<file path="src/hw/rtl/ps2hfe_pkg.sv">
// Shared types and constants for the PS/2 host frame engine.
package ps2hfe_pkg;

   localparam int FIFO_SLOTS_DEFAULT = 16;

   localparam logic [3:0] BITS_PER_BYTE = 4'd8;

   typedef enum logic [1:0] {
      FUNC_EDGE  = 2'd0,
      FUNC_READ  = 2'd1,
      FUNC_START = 2'd2,
      FUNC_NONE  = 2'd3
   } func_type;

   typedef enum logic [8:0] {
      PH_RX_START  = 9'b000000001,
      PH_RX_DATA   = 9'b000000010,
      PH_RX_PARITY = 9'b000000100,
      PH_RX_STOP   = 9'b000001000,
      PH_TX_START  = 9'b000010000,
      PH_TX_DATA   = 9'b000100000,
      PH_TX_PARITY = 9'b001000000,
      PH_TX_STOP   = 9'b010000000,
      PH_TX_ACK    = 9'b100000000
   } phase_type;

   typedef struct packed {
      logic push;
      logic pop;
   } fifo_ctl_type;

   typedef struct packed {
      logic full;
      logic empty;
   } fifo_stat_type;

endpackage

</file>
<file path="src/hw/rtl/ps2hfe_fifo.sv">
// Receive ring FIFO that keeps one slot free, with a registered read port.
module ps2hfe_fifo #(
   parameter int FIFO_SLOTS = ps2hfe_pkg::FIFO_SLOTS_DEFAULT
) (
   input  logic                      clock,
   input  logic                      reset,
   input  ps2hfe_pkg::fifo_ctl_type  ctl,
   input  logic [7:0]                wr_data,
   output ps2hfe_pkg::fifo_stat_type stat,
   output logic [7:0]                rd_data
);

   localparam int PTR_W = (FIFO_SLOTS > 1) ? $clog2(FIFO_SLOTS) : 1;
   localparam logic [PTR_W-1:0] LAST_SLOT = PTR_W'(FIFO_SLOTS - 1);

   logic [7:0]       mem [FIFO_SLOTS];
   logic [PTR_W-1:0] wr_ptr_ff, wr_ptr_in;
   logic [PTR_W-1:0] rd_ptr_ff, rd_ptr_in;
   logic [PTR_W-1:0] wr_next, rd_next;
   logic [7:0]       rd_data_ff;

   assign wr_next = (wr_ptr_ff == LAST_SLOT) ? '0 : wr_ptr_ff + 1'b1;
   assign rd_next = (rd_ptr_ff == LAST_SLOT) ? '0 : rd_ptr_ff + 1'b1;

   assign stat.full  = (wr_next == rd_ptr_ff);
   assign stat.empty = (wr_ptr_ff == rd_ptr_ff);

   assign wr_ptr_in = ctl.push ? wr_next : wr_ptr_ff;
   assign rd_ptr_in = ctl.pop  ? rd_next : rd_ptr_ff;

   always_ff @(posedge clock) begin
      if (reset) begin
         wr_ptr_ff <= '0;
         rd_ptr_ff <= '0;
      end else begin
         wr_ptr_ff <= wr_ptr_in;
         rd_ptr_ff <= rd_ptr_in;
      end
   end

   always_ff @(posedge clock) begin
      if (ctl.push) begin
         mem[wr_ptr_ff] <= wr_data;
      end
      if (ctl.pop) begin
         rd_data_ff <= mem[rd_ptr_ff];
      end
   end

   assign rd_data = rd_data_ff;

endmodule

</file>
<file path="src/hw/rtl/ps2_host_frame_engine.sv">
// PS/2 host frame engine: receive/transmit frame sequencer with result register.
// One request is accepted per clock cycle while no result is held back by a low
// rsp_tready. Each request (clock falling edge with the sampled data bit, FIFO read,
// or transmit start) updates the frame state and the receive FIFO at its acceptance
// edge, and its result appears in the output register in the following cycle; a FIFO
// read returns its byte through the registered read port of the FIFO memory in that
// same cycle. While a result waits on rsp_tready, a new request is still taken in
// the cycle the result leaves. The FIFO holds FIFO_SLOTS-1 received bytes; its
// memory needs no clearing after reset.
module ps2_host_frame_engine #(
   parameter int FIFO_SLOTS = ps2hfe_pkg::FIFO_SLOTS_DEFAULT
) (
   input  logic        clock,
   input  logic        reset,
   input  logic        req_tvalid,
   output logic        req_tready,
   input  logic [15:0] req_tdata,   // [0] data_bit, [8:1] tx_byte, [15:9] zero
   input  logic [1:0]  req_tuser,   // [1:0] func
   output logic        rsp_tvalid,
   input  logic        rsp_tready,
   output logic [15:0] rsp_tdata    // [0] line_driven, [1] line_level, [2] read_valid,
                                    // [10:3] read_byte, [11] byte_stored, [12] overflow,
                                    // [13] frame_error, [14] tx_done, [15] tx_acked
);

   ps2hfe_pkg::phase_type     phase_ff, phase_in;
   logic [7:0]                shift_byte_ff, shift_byte_in;
   logic [3:0]                bit_count_ff, bit_count_in;
   logic                      got_parity_ff, got_parity_in;
   logic                      run_parity_ff, run_parity_in;
   logic                      drive_on_ff, drive_on_in;
   logic                      drive_val_ff, drive_val_in;

   logic                      rsp_valid_ff, rsp_valid_in;
   logic                      read_valid_ff, read_valid_in;
   logic                      byte_stored_ff, byte_stored_in;
   logic                      overflow_ff, overflow_in;
   logic                      frame_error_ff, frame_error_in;
   logic                      tx_done_ff, tx_done_in;
   logic                      tx_acked_ff, tx_acked_in;

   logic                      req_fire;
   ps2hfe_pkg::func_type      func;
   logic                      data_bit;
   logic [7:0]                tx_byte;
   logic                      tx_bit;
   ps2hfe_pkg::fifo_ctl_type  fifo_ctl;
   ps2hfe_pkg::fifo_stat_type fifo_stat;
   logic [7:0]                fifo_rd_data;

   assign req_tready = !rsp_valid_ff || rsp_tready;
   assign req_fire   = req_tvalid && req_tready;
   assign func       = ps2hfe_pkg::func_type'(req_tuser);
   assign data_bit   = req_tdata[0];
   assign tx_byte    = req_tdata[8:1];
   assign tx_bit     = shift_byte_ff[bit_count_ff[2:0]];

   ps2hfe_fifo #(
      .FIFO_SLOTS(FIFO_SLOTS)
   ) u_fifo (
      .clock   (clock),
      .reset   (reset),
      .ctl     (fifo_ctl),
      .wr_data (shift_byte_ff),
      .stat    (fifo_stat),
      .rd_data (fifo_rd_data)
   );

   always_comb begin
      phase_in       = phase_ff;
      shift_byte_in  = shift_byte_ff;
      bit_count_in   = bit_count_ff;
      got_parity_in  = got_parity_ff;
      run_parity_in  = run_parity_ff;
      drive_on_in    = drive_on_ff;
      drive_val_in   = drive_val_ff;
      fifo_ctl       = '0;
      read_valid_in  = 1'b0;
      byte_stored_in = 1'b0;
      overflow_in    = 1'b0;
      frame_error_in = 1'b0;
      tx_done_in     = 1'b0;
      tx_acked_in    = 1'b0;
      rsp_valid_in   = rsp_valid_ff && !rsp_tready;

      if (req_fire) begin
         rsp_valid_in = 1'b1;
         case (func)
            ps2hfe_pkg::FUNC_EDGE: begin
               case (phase_ff)
                  ps2hfe_pkg::PH_TX_START: begin
                     bit_count_in  = '0;
                     run_parity_in = 1'b1;
                     phase_in      = ps2hfe_pkg::PH_TX_DATA;
                  end
                  ps2hfe_pkg::PH_TX_DATA: begin
                     drive_on_in   = 1'b1;
                     drive_val_in  = tx_bit;
                     run_parity_in = run_parity_ff ^ tx_bit;
                     bit_count_in  = bit_count_ff + 1'b1;
                     if (bit_count_in >= ps2hfe_pkg::BITS_PER_BYTE) begin
                        phase_in = ps2hfe_pkg::PH_TX_PARITY;
                     end
                  end
                  ps2hfe_pkg::PH_TX_PARITY: begin
                     drive_on_in  = 1'b1;
                     drive_val_in = run_parity_ff;
                     phase_in     = ps2hfe_pkg::PH_TX_STOP;
                  end
                  ps2hfe_pkg::PH_TX_STOP: begin
                     drive_on_in  = 1'b0;
                     drive_val_in = 1'b0;
                     phase_in     = ps2hfe_pkg::PH_TX_ACK;
                  end
                  ps2hfe_pkg::PH_TX_ACK: begin
                     drive_on_in  = 1'b0;
                     drive_val_in = 1'b0;
                     tx_done_in   = 1'b1;
                     tx_acked_in  = !data_bit;
                     phase_in     = ps2hfe_pkg::PH_RX_START;
                  end
                  ps2hfe_pkg::PH_RX_DATA: begin
                     drive_on_in   = 1'b0;
                     drive_val_in  = 1'b0;
                     shift_byte_in = shift_byte_ff | (8'(data_bit) << bit_count_ff[2:0]);
                     run_parity_in = run_parity_ff ^ data_bit;
                     bit_count_in  = bit_count_ff + 1'b1;
                     if (bit_count_in >= ps2hfe_pkg::BITS_PER_BYTE) begin
                        phase_in = ps2hfe_pkg::PH_RX_PARITY;
                     end
                  end
                  ps2hfe_pkg::PH_RX_PARITY: begin
                     drive_on_in   = 1'b0;
                     drive_val_in  = 1'b0;
                     got_parity_in = data_bit;
                     phase_in      = ps2hfe_pkg::PH_RX_STOP;
                  end
                  ps2hfe_pkg::PH_RX_STOP: begin
                     drive_on_in  = 1'b0;
                     drive_val_in = 1'b0;
                     phase_in     = ps2hfe_pkg::PH_RX_START;
                     if (data_bit && (got_parity_ff == run_parity_ff)) begin
                        // drop the byte when the ring has no free slot
                        if (fifo_stat.full) begin
                           overflow_in = 1'b1;
                        end else begin
                           fifo_ctl.push  = 1'b1;
                           byte_stored_in = 1'b1;
                        end
                     end else begin
                        frame_error_in = 1'b1;
                     end
                  end
                  default: begin
                     // idle: a low start bit opens a frame
                     drive_on_in  = 1'b0;
                     drive_val_in = 1'b0;
                     phase_in     = ps2hfe_pkg::PH_RX_START;
                     if (!data_bit) begin
                        shift_byte_in = '0;
                        bit_count_in  = '0;
                        run_parity_in = 1'b1;
                        phase_in      = ps2hfe_pkg::PH_RX_DATA;
                     end
                  end
               endcase
            end
            ps2hfe_pkg::FUNC_READ: begin
               if (!fifo_stat.empty) begin
                  fifo_ctl.pop  = 1'b1;
                  read_valid_in = 1'b1;
               end
            end
            ps2hfe_pkg::FUNC_START: begin
               // abandon any frame in progress and drive the start bit
               shift_byte_in = tx_byte;
               drive_on_in   = 1'b1;
               drive_val_in  = 1'b0;
               phase_in      = ps2hfe_pkg::PH_TX_START;
            end
            default: begin
            end
         endcase
      end
   end

   always_ff @(posedge clock) begin
      if (reset) begin
         phase_ff      <= ps2hfe_pkg::PH_RX_START;
         shift_byte_ff <= '0;
         bit_count_ff  <= '0;
         got_parity_ff <= 1'b0;
         run_parity_ff <= 1'b1;
         drive_on_ff   <= 1'b0;
         drive_val_ff  <= 1'b0;
         rsp_valid_ff  <= 1'b0;
      end else begin
         phase_ff      <= phase_in;
         shift_byte_ff <= shift_byte_in;
         bit_count_ff  <= bit_count_in;
         got_parity_ff <= got_parity_in;
         run_parity_ff <= run_parity_in;
         drive_on_ff   <= drive_on_in;
         drive_val_ff  <= drive_val_in;
         rsp_valid_ff  <= rsp_valid_in;
      end
   end

   // result payload; the line outputs follow the drive state after the request
   logic line_driven_ff, line_level_ff;

   always_ff @(posedge clock) begin
      if (req_fire) begin
         line_driven_ff <= drive_on_in;
         line_level_ff  <= drive_on_in && drive_val_in;
         read_valid_ff  <= read_valid_in;
         byte_stored_ff <= byte_stored_in;
         overflow_ff    <= overflow_in;
         frame_error_ff <= frame_error_in;
         tx_done_ff     <= tx_done_in;
         tx_acked_ff    <= tx_acked_in;
      end
   end

   assign rsp_tvalid = rsp_valid_ff;
   assign rsp_tdata  = {tx_acked_ff, tx_done_ff, frame_error_ff, overflow_ff,
                        byte_stored_ff, (read_valid_ff ? fifo_rd_data : 8'h00),
                        read_valid_ff, line_level_ff, line_driven_ff};

endmodule

</file>
<file path="config.mk">
export PLATFORM = sky130hd
export DESIGN_NAME = ps2_host_frame_engine
export DESIGN_NICKNAME = d
export VERILOG_FILES = /design/src/hw/rtl/ps2hfe_pkg.sv /design/src/hw/rtl/ps2hfe_fifo.sv /design/src/hw/rtl/ps2_host_frame_engine.sv
export SDC_FILE = /design/constraint.sdc
export NUM_CORES = 1
export LEC_CHECK = 0
export CORE_ASPECT_RATIO = 2
export CORE_MARGIN = 8
export CORE_UTILIZATION = 45
export DETAILED_ROUTE_END_ITERATION = 7
export DONT_BUFFER_PORTS = 1
export SLEW_MARGIN = 0
export SYNTH_ARGS = -nofsm -noshare
export SYNTH_HDL_FRONTEND = slang
export SYNTH_SLANG_ARGS = --single-unit
</file>
<file path="constraint.sdc">
create_clock -name clock -period 6.2 [get_ports clock]
set_input_delay 1.55 -clock clock [delete_from_list [all_inputs] [get_ports clock]]
set_output_delay 1.55 -clock clock [all_outputs]
set_load 0.05 [all_outputs]
</file>
Yosys cells after proc, flatten, opt, wreduce, memory -nomap -nowiden
Memory sizes are Yosys's and may differ from the RTL's. A register that Yosys moved wholly into a read port is not among the register bits. Index checks and enable logic that the tools add are counted.

Memories: 1. Memory bits (writable): 128. Flip-flop bits (word level): 42.

Memory list: u_fifo.mem (depth 16, bits a word 8, read ports 1, clocked after Yosys merged registers in 1, write ports 1, line ps2hfe_fifo.sv:16) `logic [7:0] mem [FIFO_SLOTS];`.

Bitwise gates (word level): 4. Shifts and indexed selects: 1. Multiplexer cells: 36. Reductions and logical operators: 23. Add/sub/neg operators: 3. Magnitude comparators: 2. Eq/ne operators: 21.

Operators by type and width (count): 9-bit one-hot mux with 7 select lines (1); 8-bit one-hot mux with 2 select lines (2); 9-bit 2-to-1 mux (2); 9-bit one-hot mux with 2 select lines (1); 1-bit 2-to-1 mux (16); 8-bit 2-to-1 mux (2); 4-bit AND reduction (4); 4-bit by 1-bit adder with 4-bit output, second input constant (3); 4-bit 2-to-1 mux (3); 4-bit one-hot mux with 3 select lines (1); 9-bit by 2-bit equality test with 1-bit output, second input constant (1); 9-bit by 3-bit equality test with 1-bit output, second input constant (1); 9-bit by 4-bit equality test with 1-bit output, second input constant (1); 9-bit by 5-bit equality test with 1-bit output, second input constant (1); 9-bit by 6-bit equality test with 1-bit output, second input constant (1); 9-bit by 7-bit equality test with 1-bit output, second input constant (1); 9-bit by 8-bit equality test with 1-bit output, second input constant (1); 9-bit equality test, second input constant (1); 4-bit equality test (2); 4-bit equality test, second input constant (2); 8-bit bitwise OR (1); 1-bit by 3-bit << shifter with 8-bit output (1); 7-bit OR reduction (1); 3-bit by 2-bit inequality test with 1-bit output, second input constant (2); 24 further kinds (38).

Logic depth before layout (Yosys ltp)
Gate-level depths: netlist of run 1.

Word-level depth: 10. Depth in mapped cells: 9. Gate-level depth less buffers: 7.

Hierarchy
From an unflattened synthesis of run 1, not the netlist that was laid out.

Cells, all modules: 575. Area total of the unflattened synthesis: 8003.9 µm².

Modules (own cells, without submodules): ps2hfe_fifo (sequential area each 4244.1 µm², instances 1, cells an instance 288, area each 5713.0 µm²); ps2_host_frame_engine (sequential area each 760.7 µm², instances 1, cells an instance 287, area each 2290.9 µm²).

Least setup slack after synthesis of run 1
OpenSTA, ideal clock, no wires.

Kind: input-to-reg. Start: input rsp_tready. End: memory u_fifo.mem[3][0], enable pin. Slack: 2.340 ns. Required time: 5.868 ns. Stages on the path: 6. Arrival time: 3.528 ns. Cells stage by stage: nand2b_1 and2_1 o2111a_1 clkbuf_1 nor3b_1 and2_1.

Longest elaborated chain between the ends: 5.

RTL lines: from (decl) (line ps2_host_frame_engine.sv:20) `input logic rsp_tready,`; 1-bit logical OR (line ps2_host_frame_engine.sv:51) `assign req_tready = !rsp_valid_ff || rsp_tready;`; 1-bit logical AND (line ps2_host_frame_engine.sv:52) `assign req_fire = req_tvalid && req_tready;`; via req_fire (line ps2_host_frame_engine.sv:42) `logic req_fire;`; 2-bit 2-to-1 mux (line ps2_host_frame_engine.sv:86) `if (req_fire) begin`; 1-bit 2-to-1 mux (line ps2hfe_fifo.sv:42) `if (ctl.push) begin`; 1-bit 2-to-1 mux (not written as such) (line ps2hfe_fifo.sv:43) `mem[wr_ptr_ff] <= wr_data;`; to (decl) (line ps2hfe_fifo.sv:16).

The timed path passes the listed nets, and every way through them passes these cells.

Final worst setup path of run 1
Start: input rsp_tready. End: memory u_fifo.mem[1][2], enable pin.

Same word-level chain as after synthesis.

==> results of run 1 <==
## worst max-delay path, stage by stage
cell	delay (ns)
nand2b_1	0.48
and2_1	0.52
o2111a_1	0.70
nor3b_1	0.39
and2_1	0.45
## cell type report
| type | count | area, µm² | share of cell area |
|---|---|---|---|
| sequential | 178 | 5010 | 0.592 |
| clock inverter | 14 | 183 | 0.0216 |
| tap | 210 | 263 | 0.0311 |
| inverter | 13 | 48.8 | 0.00577 |
| timing repair buffer | 2 | 15.0 | 0.00178 |
| clock buffer | 17 | 425 | 0.0503 |
| multi-input combinational | 282 | 2510 | 0.297 |
## through the flow
stage	util	setup WS, ns	instances
final	0.494	2.16	716
after CTS	0.494	2.16	716
after global routing	0.494	1.97	716
after global placement	0.459	1.79	685
after floorplan	-	2.34	513
after detailed placement	0.459	1.74	685
## state kept, by name, summed over array words and instances, names as in the netlist, 4 cells and up
| name | flops |
|---|---|
| phase_ff | 9 |
| bit_count_ff | 4 |
| u_fifo.wr_ptr_ff | 4 |
| u_fifo.rd_data | 8 |
| u_fifo.mem | 128 |
| shift_byte_ff | 8 |
| u_fifo.rd_ptr_ff | 4 |
## power by group through the flow
stage                     clock network, mW  registers [mW]  logic [mW]
after floorplan                           0            1.32      0.0476
after global placement                    0            1.33      0.0384
after detailed placement                  0            1.33      0.0386
after CTS                              1.11            1.31      0.0387
after global routing                   1.16            1.31      0.0427
final                                  1.10            1.31      0.0385
## layer usage
metal / GRT usage / wire, µm / vias to the layer above
met5: 0 / 0 / -
met4: 0.0512 / 229 / 0
met3: 0.0311 / 622 / 13
met2: 0.239 / 7810 / 69
met1: 0.202 / 7050 / 2068
li1: - / - / 1952
## synthesized netlist by cell type (11+ instances only)
library cell  count  area [µm²]
a21oi_1          21         105
clkbuf_1         23        86.3
edfxtp_1        144        4320
nand2_1          24        90.1
xnor2_1          13         114
nor2_1           33         124
mux4_2           42         946
inv_1            13        48.8
and2_1           15        93.8
nor3_1           13        65.1
dfxtp_1          34         681
and3_1           11        68.8
## layout by cell type, fill, tap and decap left out, types with 7 or more instances in the layout
cell type,Yosys,final
edfxtp_1,144,144
mux4_2,42,42
nor2_1,33,33
dfxtp_1,34,33
nand2_1,24,24
a21oi_1,21,21
clkbuf_16,0,17
and2_1,15,15
xnor2_1,13,13
inv_1,13,13
nor3_1,13,13
and3_1,11,11
o21ai_0,10,10
nor2b_1,8,8
o221a_2,8,8
ha_1,7,7
## worst max path at each step
stage / start / end / depth (start not counted)
floorplan: rsp_tready / u_fifo.mem[3][0] / 6
global placement: rsp_tready / u_fifo.mem[0][1] / 5
detailed placement: rsp_tready / u_fifo.mem[0][0] / 5
CTS: rsp_tready / u_fifo.mem[3][2] / 5
global route: rsp_tready / u_fifo.mem[1][2] / 5
finish: rsp_tready / u_fifo.mem[1][2] / 5
## kinds of logic (layout without fill, tap and decap cells)
kind of cell,after synthesis,count (layout),share of synthesized area
AND/OR/NAND/NOR,144,144,0.102
multiplexers,48,48,0.130
AO/OA/AOI/OAI,66,66,0.0611
XOR/XNOR,17,17,0.0192
flip-flops,178,178,0.645
buffers and inverters,53,46,0.0318
adder cells (fa/ha/maj),7,7,0.0113
==> metrics, run 1 <==
outcome completed; total number of vias 4,102; hold depth 2; CP arrival 4.11 ns; minimum clock period between 4 and 5 ns; crit end category flop; Seq/Total Area, Yosys 0.645; startpoint types input port; post-cts sizing count 0; upper clock frequency limit 248 MHz; Die W about 110 µm; Critical Path Fanout Max 19; final wirelength between 15,000 and 20,000 µm; pwr dens 289 nW/µm²; Synth Flop Type edfxtp_1; unrepaired setup endpoints after global routing false; worst hold start bit_count_ff[3]; DIE AREA 22,000 µm²; clock buffer depth 2; Detailed Place HPWL around 10,000 µm; VDD IR max 0.000213 V; starting density of the core 0.454; share of layout cells above drive strength 1 0.190; final setup vio count 0; setup TNS 0 ns; Buffers on Ports 0; relative slew slack 0.314; DR iter-0 viols 269; power share of the sequential group 0.535; clock sinks between 150 and 200; WHS Endpoint bit_count_ff[3]; Cell Area, Synth 7760 µm²; DR WL/cell 21.9 µm; Placed Area 7840 µm²; count of final max-slew check failures 0; Remaining DRCs 0; LEAKAGE between 2 and 3 nW; Hold WS around 0.51 ns; switching power approximately 0.53 mW; pin count of the biggest net entering global routing 39; Syn Inst Count 513; Via density 5.73; Clk pwr share 0.449; Worst Max-Slew Pin Slew 1.03 ns; Sw Share 0.217; clock tree root buffer cell clkbuf_16; number of diodes 0; Avg Synthesized Cell Area 15.1 µm²; Power, Total about 2.4 mW; Post-synth EDFFs 144; Clock Skew 0.0116 ns; first-pass GRT wire length between 20,000 and 25,000 µm; post-synthesis async set-or-reset flop share 0; Max Cap Viol 0; number of global-route vias before repair between 4k and 5k; Global Route Usage Sum 0.152; # rows 68; # IOs 40; worst r2r dst u_fifo.mem[1][2]; period utilization 0.651; CTS buffer count 17; Comb pwr share 0.016; grt ovf 0; CTS Hold Bufs 0; placer congestion estimate approximately 0.83; CTS tree yes; FF+latch count, synth 178; critical path type input port to flop; Worst Path Required 6.27 ns; clk slew on worst S/H paths 0.07 ns; Area Growth Syn to Fin 8.88%; H-Tree Level Count 4; Cell Int Power around 1.9 mW; YS warnings 0; Worst Hold Class flop to flop; post-synthesis net count 542; setup repair bufs after CTS 0; Final Cell Area roughly 8500 µm²; initial antenna violation count 0; post-synthesis cell type count 58; Core Footprint between 15,000 and 20,000 µm²; # nets final 523; Die Y 202 µm; final hold vios 0; worst reg2reg path startpoint rsp_tvalid; Layout fillers 1,454; R2R cell count 5; Detail Route Antenna Nets 0; drt first pass iters 4; register-to-register setup slack approximately 2.8 ns; Clock Latency Late Sink roughly 0.42 ns
Power figures use the tool's default switching activity.
==> run 2, diff against run 1 <==
--- a/config.mk
+++ b/config.mk
@@ -5,6 +5,7 @@
 export SDC_FILE = /design/constraint.sdc
 export NUM_CORES = 1
 export LEC_CHECK = 0
+export ABC_AREA = 1
 export CORE_ASPECT_RATIO = 2
 export CORE_MARGIN = 8
 export CORE_UTILIZATION = 45
==> constraint.sdc (replaced) <==
create_clock -name clock -period 3.9 [get_ports clock]
set_input_delay 0.975 -clock clock [delete_from_list [all_inputs] [get_ports clock]]
set_output_delay 0.975 -clock clock [all_outputs]
set_load 0.05 [all_outputs]
==> run 2 against run 1 <==
Net effect: total power grew 59%; area after synthesis grew 3.6%; non-clock buffer count grew 8; global-route usage grew 0.69 points; worst setup slack lost 1.0 ns; cell count grew 38%; clock skew grew 0.00094 ns; via count grew 32%; combinational power grew to 3.0 times the previous value.
==> metrics, run 2 <==
relative slew slack 0.447 (+0.132); startpoint types flop; top-area cell type share of the netlist area 0.538 (-0.0194); period utilization 0.701; Detail Route Antenna Nets 0 (unchanged); Yosys top cell by area edfxtp_1; outcome completed; H-Tree Level Count 4 (unchanged); Post-synth EDFFs 144 (unchanged); DR WL/cell 18.1 µm (-18%); drt first pass iters 5 (+1); initial antenna violation count 0 (unchanged); Worst Hold Class flop to flop; crit end category primary output; Detailed Place HPWL 11,700 µm (+14%); Final Util 0.496 (+0.00188); commonest cells in the synthesized netlist nor2_1 (155), edfxtp_1 (144), nand2_1 (110), inv_1 (57), o21ai_0 (54); number of global-route vias before repair 5,095 (+21%); grt ovf 0 (unchanged); count of final max-slew check failures 0 (unchanged); pin count of the biggest net entering global routing 70 (+79%); clock sinks 178 (unchanged); Buffers on Ports 0 (unchanged); clk slew on worst S/H paths 0.07 ns (about the same); FF+latch count, synth 178 (unchanged); final setup vio count 0 (unchanged); Placed Area 8170 µm² (+4.2%); Critical Path Fanout Max 9 (-10); final hold vios 0 (unchanged); Largest Register u_fifo.mem; Final Cell Area 8740 µm² (+3.4%); starting density of the core 0.457 (+0.00276); setup TNS 0 ns (unchanged); critical path type flop to primary output; most frequent cells in the layout nor2_1 (155), edfxtp_1 (144), nand2_1 (110); max FFs per register 128 (unchanged); VDD IR max 0.000285 V (+34%); hold depth 2 (unchanged); Global Route Usage Sum 0.159 (+0.00686); minimum clock period 2.73 ns; clock buffer depth 2 (unchanged); placer congestion estimate 0.882 (+6.1%); first-pass GRT wire length 28,000 µm (+13%); clock tree root buffer cell clkbuf_16; setup repair bufs after CTS 0 (unchanged); pre-CTS setup slack 0.852 ns (-0.888 ns); # rows 69 (+1.5%); unrepaired setup endpoints after global routing false; Avg Synthesized Cell Area 10.3 µm² (-32%); final wirelength 17,900 µm (+14%); Via density 5.45 (-4.9%); Max Cap Viol 0 (unchanged); post-cts sizing count 0 (unchanged); Power, Total 3.88 mW (+59%); LEAKAGE 3.20 nW (+23%); Clock Latency Late Sink 0.43 ns (about the same); R2R cell count 10 (+5); Die W 111 µm (+1.5%); share of layout cells above drive strength 1 0.102 (-0.0881); CTS Hold Bufs 0 (unchanged); # IOs 40 (unchanged); Area contributors post-synth edfxtp_1 (54%), dfxtp_1 (8.5%), nor2_1 (7.2%); Synth Flop Type edfxtp_1; total number of vias 5,395 (+32%); YS warnings 0 (unchanged); Seq/Total Area, Yosys 0.622 (-0.0225); Die Y 205 µm (+1.6%); Clock Skew 0.0126 ns (+0.000939 ns); Area Growth Syn to Fin 8.64%; post-synthesis async set-or-reset flop share 0 (unchanged); CTS buffer count 17 (unchanged); Remaining DRCs 0 (unchanged); Worst Max-Slew Pin Slew 0.828 ns (-0.198 ns); post-synthesis cell type count 37 (-36%); CP arrival 1.76 ns (-2.35 ns); setup ws final 1.17 ns (-0.996 ns); number of diodes 0 (unchanged); # nets final 794 (+52%); pwr dens 444 nW/µm² (+54%); Syn Inst Count 777 (+51%); upper clock frequency limit 366 MHz; top flop regs u_fifo.mem (128), phase_ff (9); most common cell after layout, fill and taps aside nor2_1; CTS tree yes; DIE AREA 22,700 µm² (+3.2%); DR iter-0 viols 415 (+54%); Cell Area, Synth 8040 µm² (+3.6%); Worst Path Required 2.92 ns (-3.35 ns); post-synthesis net count 806 (+49%); most common cell in the netlist nor2_1; Core Footprint 17,600 µm² (+3.0%)
[run 2: cell count changes after synthesis, moves of 9 or more]
cell	change
nand3_1	+31
and3_1	-11
nand2_2	+11
o21ai_0	+44
o32ai_1	+19
and2_1	-14
mux4_2	-42
o221ai_1	+13
mux2i_1	+9
nor2_1	+122
nand2_1	+86
inv_1	+44
[run 2: cell type report]
class	count	area, µm²
Fill cell	1624	8880
Sequential cell	178	5010
Multi-Input combinational cell	495	2580
Clock buffer	17	425
Tap cell	213	267
Inverter	63	241
Clock inverter	14	140
Timing Repair Buffer	10	75.1
[run 2: cells by family (layout without fill, tap and decap cells)]
logic type | count (synthesis) | count (layout) | synth area share
AO/OA/AOI/OAI | 121 | 121 | 0.0927
multiplexers | 13 | 13 | 0.0162
adder cells (fa/ha/maj) | 7 | 7 | 0.0109
flip-flops | 178 | 178 | 0.622
buffers and inverters | 104 | 104 | 0.0568
AND/OR/NAND/NOR | 345 | 345 | 0.191
XOR/XNOR | 9 | 9 | 0.00980
[run 2: worst paths after layout]
| check | start | end | slack [ns] |
|---|---|---|---|
| hold reg to reg | got_parity_ff | got_parity_ff | 0.49 |
| setup reg to reg | u_fifo.wr_ptr_ff[0] | u_fifo.mem[13][5] | 1.23 |
| hold / removal | got_parity_ff | got_parity_ff | 0.49 |
| setup / recovery | read_valid_ff | rsp_tdata[4] | 1.17 |
[run 2: routing by layer]
layer / wire (µm) / vias to the layer above / GRT usage / share of wire
li1: - / 2643 / - / -
met5: 0 / - / 0 / 0
met4: 402 / 0 / 0.0695 / 0.022
met1: 8190 / 2575 / 0.208 / 0.46
met3: 863 / 30 / 0.0337 / 0.048
met2: 8440 / 147 / 0.247 / 0.47
[run 2: power breakdown]
| part | leakage (nW) | internal (mW) | switching, mW |
|---|---|---|---|
| logic | 1.32 | 0.0340 | 0.0815 |
| registers | 1.61 | 2.07 | 0.0600 |
| clock network | 0.272 | 0.846 | 0.784 |
[run 2: critical path, cell delays in order (launching register included)]
cell and delay, ns:
edfxtp_1 0.84, nand2_1 0.12, inv_1 0.37
[run 2: metrics by stage]
step | cells | hold WS, ns
2_1_floorplan | 777 | 0.445
3_3_place_gp | 959 | 0.460
3_5_place_dp | 959 | 0.479
4_1_cts | 990 | 0.490
5_1_grt | 990 | 0.512
6_report | 990 | 0.492
==> run 3, diff against run 2 <==
==> constraint.sdc (replaced) <==
create_clock -name clock -period 2.21 [get_ports clock]
set_input_delay 0.5525 -clock clock [delete_from_list [all_inputs] [get_ports clock]]
set_output_delay 0.5525 -clock clock [all_outputs]
set_load 0.05 [all_outputs]
==> run 3 against run 2 <==
Net effect: hold slack worse by 0.30 ns; global-route usage up 0.69 points; wire length up 3.3%; clock skew down 0.0040 ns; largest cell class unchanged; largest power group unchanged; highest routed layer unchanged.
==> metrics, run 3 (synthesis gave the netlist of run 2 again) <==
period utilization 0.930; relative slew slack 0.601 (+0.155); CTS Hold Bufs 0 (unchanged); number of global-route vias before repair 5,306 (+4.1%); Worst Hold Class input port to flop; Cell Chain, Critical Path inv_1 -> ha_1 -> xnor2_1 -> nand3_1 -> nor2_1 -> nand3_2 -> nand3_4 -> inv_6 -> buf_12 -> nand2_4 -> nor2_1 -> buf_4; Worst Path Required 2.34 ns (-0.58 ns); starting density of the core 0.457 (unchanged); # nets final 835 (+5.2%); critical path's slowest cell dfxtp_4; number of diodes 0 (unchanged); clock sinks 178 (unchanged); Die W 111 µm (unchanged); setup repair bufs after CTS 0 (unchanged); top flop regs u_fifo.mem (128), phase_ff (9); outcome completed; Largest Register u_fifo.mem; multi-input logic area 2610 µm² (+0.97%); most frequent cells in the layout nor2_1 (152), edfxtp_1 (144), nand2_1 (109); count of final max-slew check failures 0 (unchanged); Max stage delay on crit path 0.38 ns (-0.46 ns); VDD IR max 0.000523 V (+83%); clock buffer depth 2 (unchanged); Global Route Usage Sum 0.166 (+0.00694); # IOs 40 (unchanged); final hold vios 0 (unchanged); Remaining DRCs 0 (unchanged); Worst Max-Slew Pin Slew 0.597 ns (-0.231 ns); most frequent CP cell nor2_1; Layout fillers 1,619 (-0.31%); unrepaired setup endpoints after global routing false; DIE AREA 22,700 µm² (unchanged); crit end category flop; drt first pass iters 5 (unchanged); minimum clock period 2.05 ns; final wirelength 18,500 µm (+3.3%); grt ovf 0 (unchanged); Clock Skew 0.00853 ns (-0.00402 ns); total number of vias 5,613 (+4.0%); # rows 69 (unchanged); initial antenna violation count 0 (unchanged); clock tree root buffer cell clkbuf_16; Die Y 205 µm (unchanged); max FFs per register 128 (unchanged); DR iter-0 viols 379 (-8.7%); Core Footprint 17,600 µm² (unchanged); Critical Path Fanout Max 8 (-1); placer congestion estimate 0.876 (-0.67%); Clock Latency Late Sink 0.43 ns (about the same); CTS tree yes; DR WL/cell 17.9 µm (-0.93%); startpoint types flop; CTS buffer count 17 (unchanged); Area Growth Syn to Fin 13.7%; Detail Route Antenna Nets 0 (unchanged); register-to-register setup slack 0.16 ns (-1.07 ns); clk slew on worst S/H paths 0.07 ns (about the same); CP arrival 2.19 ns (+0.43 ns); pin count of the biggest net entering global routing 66 (-5.7%); most common cell after layout, fill and taps aside nor2_1; pre-CTS setup slack -0.0189 ns (-0.870 ns); setup ws final 0.156 ns (-1.01 ns); share of layout cells above drive strength 1 0.155 (+0.0534); first-pass GRT wire length 29,400 µm (+5.3%); LEAKAGE 3.42 nW (+6.9%); Buffers on Ports 0 (unchanged); pwr dens 751 nW/µm² (+69%); register area 5010 µm² (+0.10%); critical path type flop to flop; upper clock frequency limit just under 500 MHz; setup TNS 0 ns (unchanged); final setup vio count 0 (unchanged); H-Tree Level Count 4 (unchanged); Via density 5.44 (-0.19%); Detailed Place HPWL 12,400 µm (+6.6%); Max Cap Viol 0 (unchanged)
## run 3: changes by cell type in the layout (fill, tap and decap cells not counted), sizes merged
| cell | delta |
|---|---|
| clkinv | -2 |
| clkinvlp | +2 |
| buf | +41 |
| clkbuf | +1 |
## run 3: power by group
part	internal (mW)	leakage, nW	switching [mW]
Sequential	3.65	1.61	0.0445
Combinational	0.0766	1.54	0.207
Clock	1.50	0.267	1.38
## run 3: worst paths after layout
kind | to | cells after the start | from
setup / recovery | u_fifo.mem[9][3] | 12 | u_fifo.wr_ptr_ff[0]
hold / removal | phase_ff[1] | 1 | reset
setup reg to reg | u_fifo.mem[9][3] | 12 | u_fifo.wr_ptr_ff[0]
hold reg to reg | got_parity_ff | 2 | got_parity_ff
## run 3: final cells by class
cell class              instances  area share
clock inverters                14      0.0156
well taps                     213      0.0292
flip-flops and latches        178       0.548
clock buffers                  18      0.0469
multi-input cells             495       0.285
inverters                      63      0.0264
repair buffers                 51      0.0487
## run 3: per-layer routing
metal / share of wire / track usage / wire (µm)
met3: 0.047 / 0.0302 / 860
met5: 0 / 0 / 0
met2: 0.49 / 0.276 / 9120
met4: 0.015 / 0.0593 / 268
met1: 0.45 / 0.209 / 8240
## run 3: repair_timing
action,CTS,global route
gates resized for setup,2,3
gates cloned,0,0
setup endpoints to repair,8,120
## run 3: critical path, delay by kind of cell (launching register included)
kind / cells / cell delay (ns)
simple gates: 6 / 0.48
xor+xnor: 1 / 0.14
flops: 1 / 0.38
buf+inv: 4 / 0.45
fa+ha+maj: 1 / 0.33
## run 3: per-stage QoR
step | power, mW | hold WS, ns | instance area [µm²] | cells | util
after floorplan | 3.97 | 0.445 | 8060 | 777 | -
after global placement | 4.05 | 0.461 | 8560 | 1000 | 0.486
after detailed placement | 4.06 | 0.470 | 8560 | 1000 | 0.486
after CTS | 6.92 | 0.171 | 9140 | 1032 | 0.519
after global routing | 7.07 | 0.171 | 9140 | 1032 | 0.519
final | 6.86 | 0.190 | 9140 | 1032 | 0.519
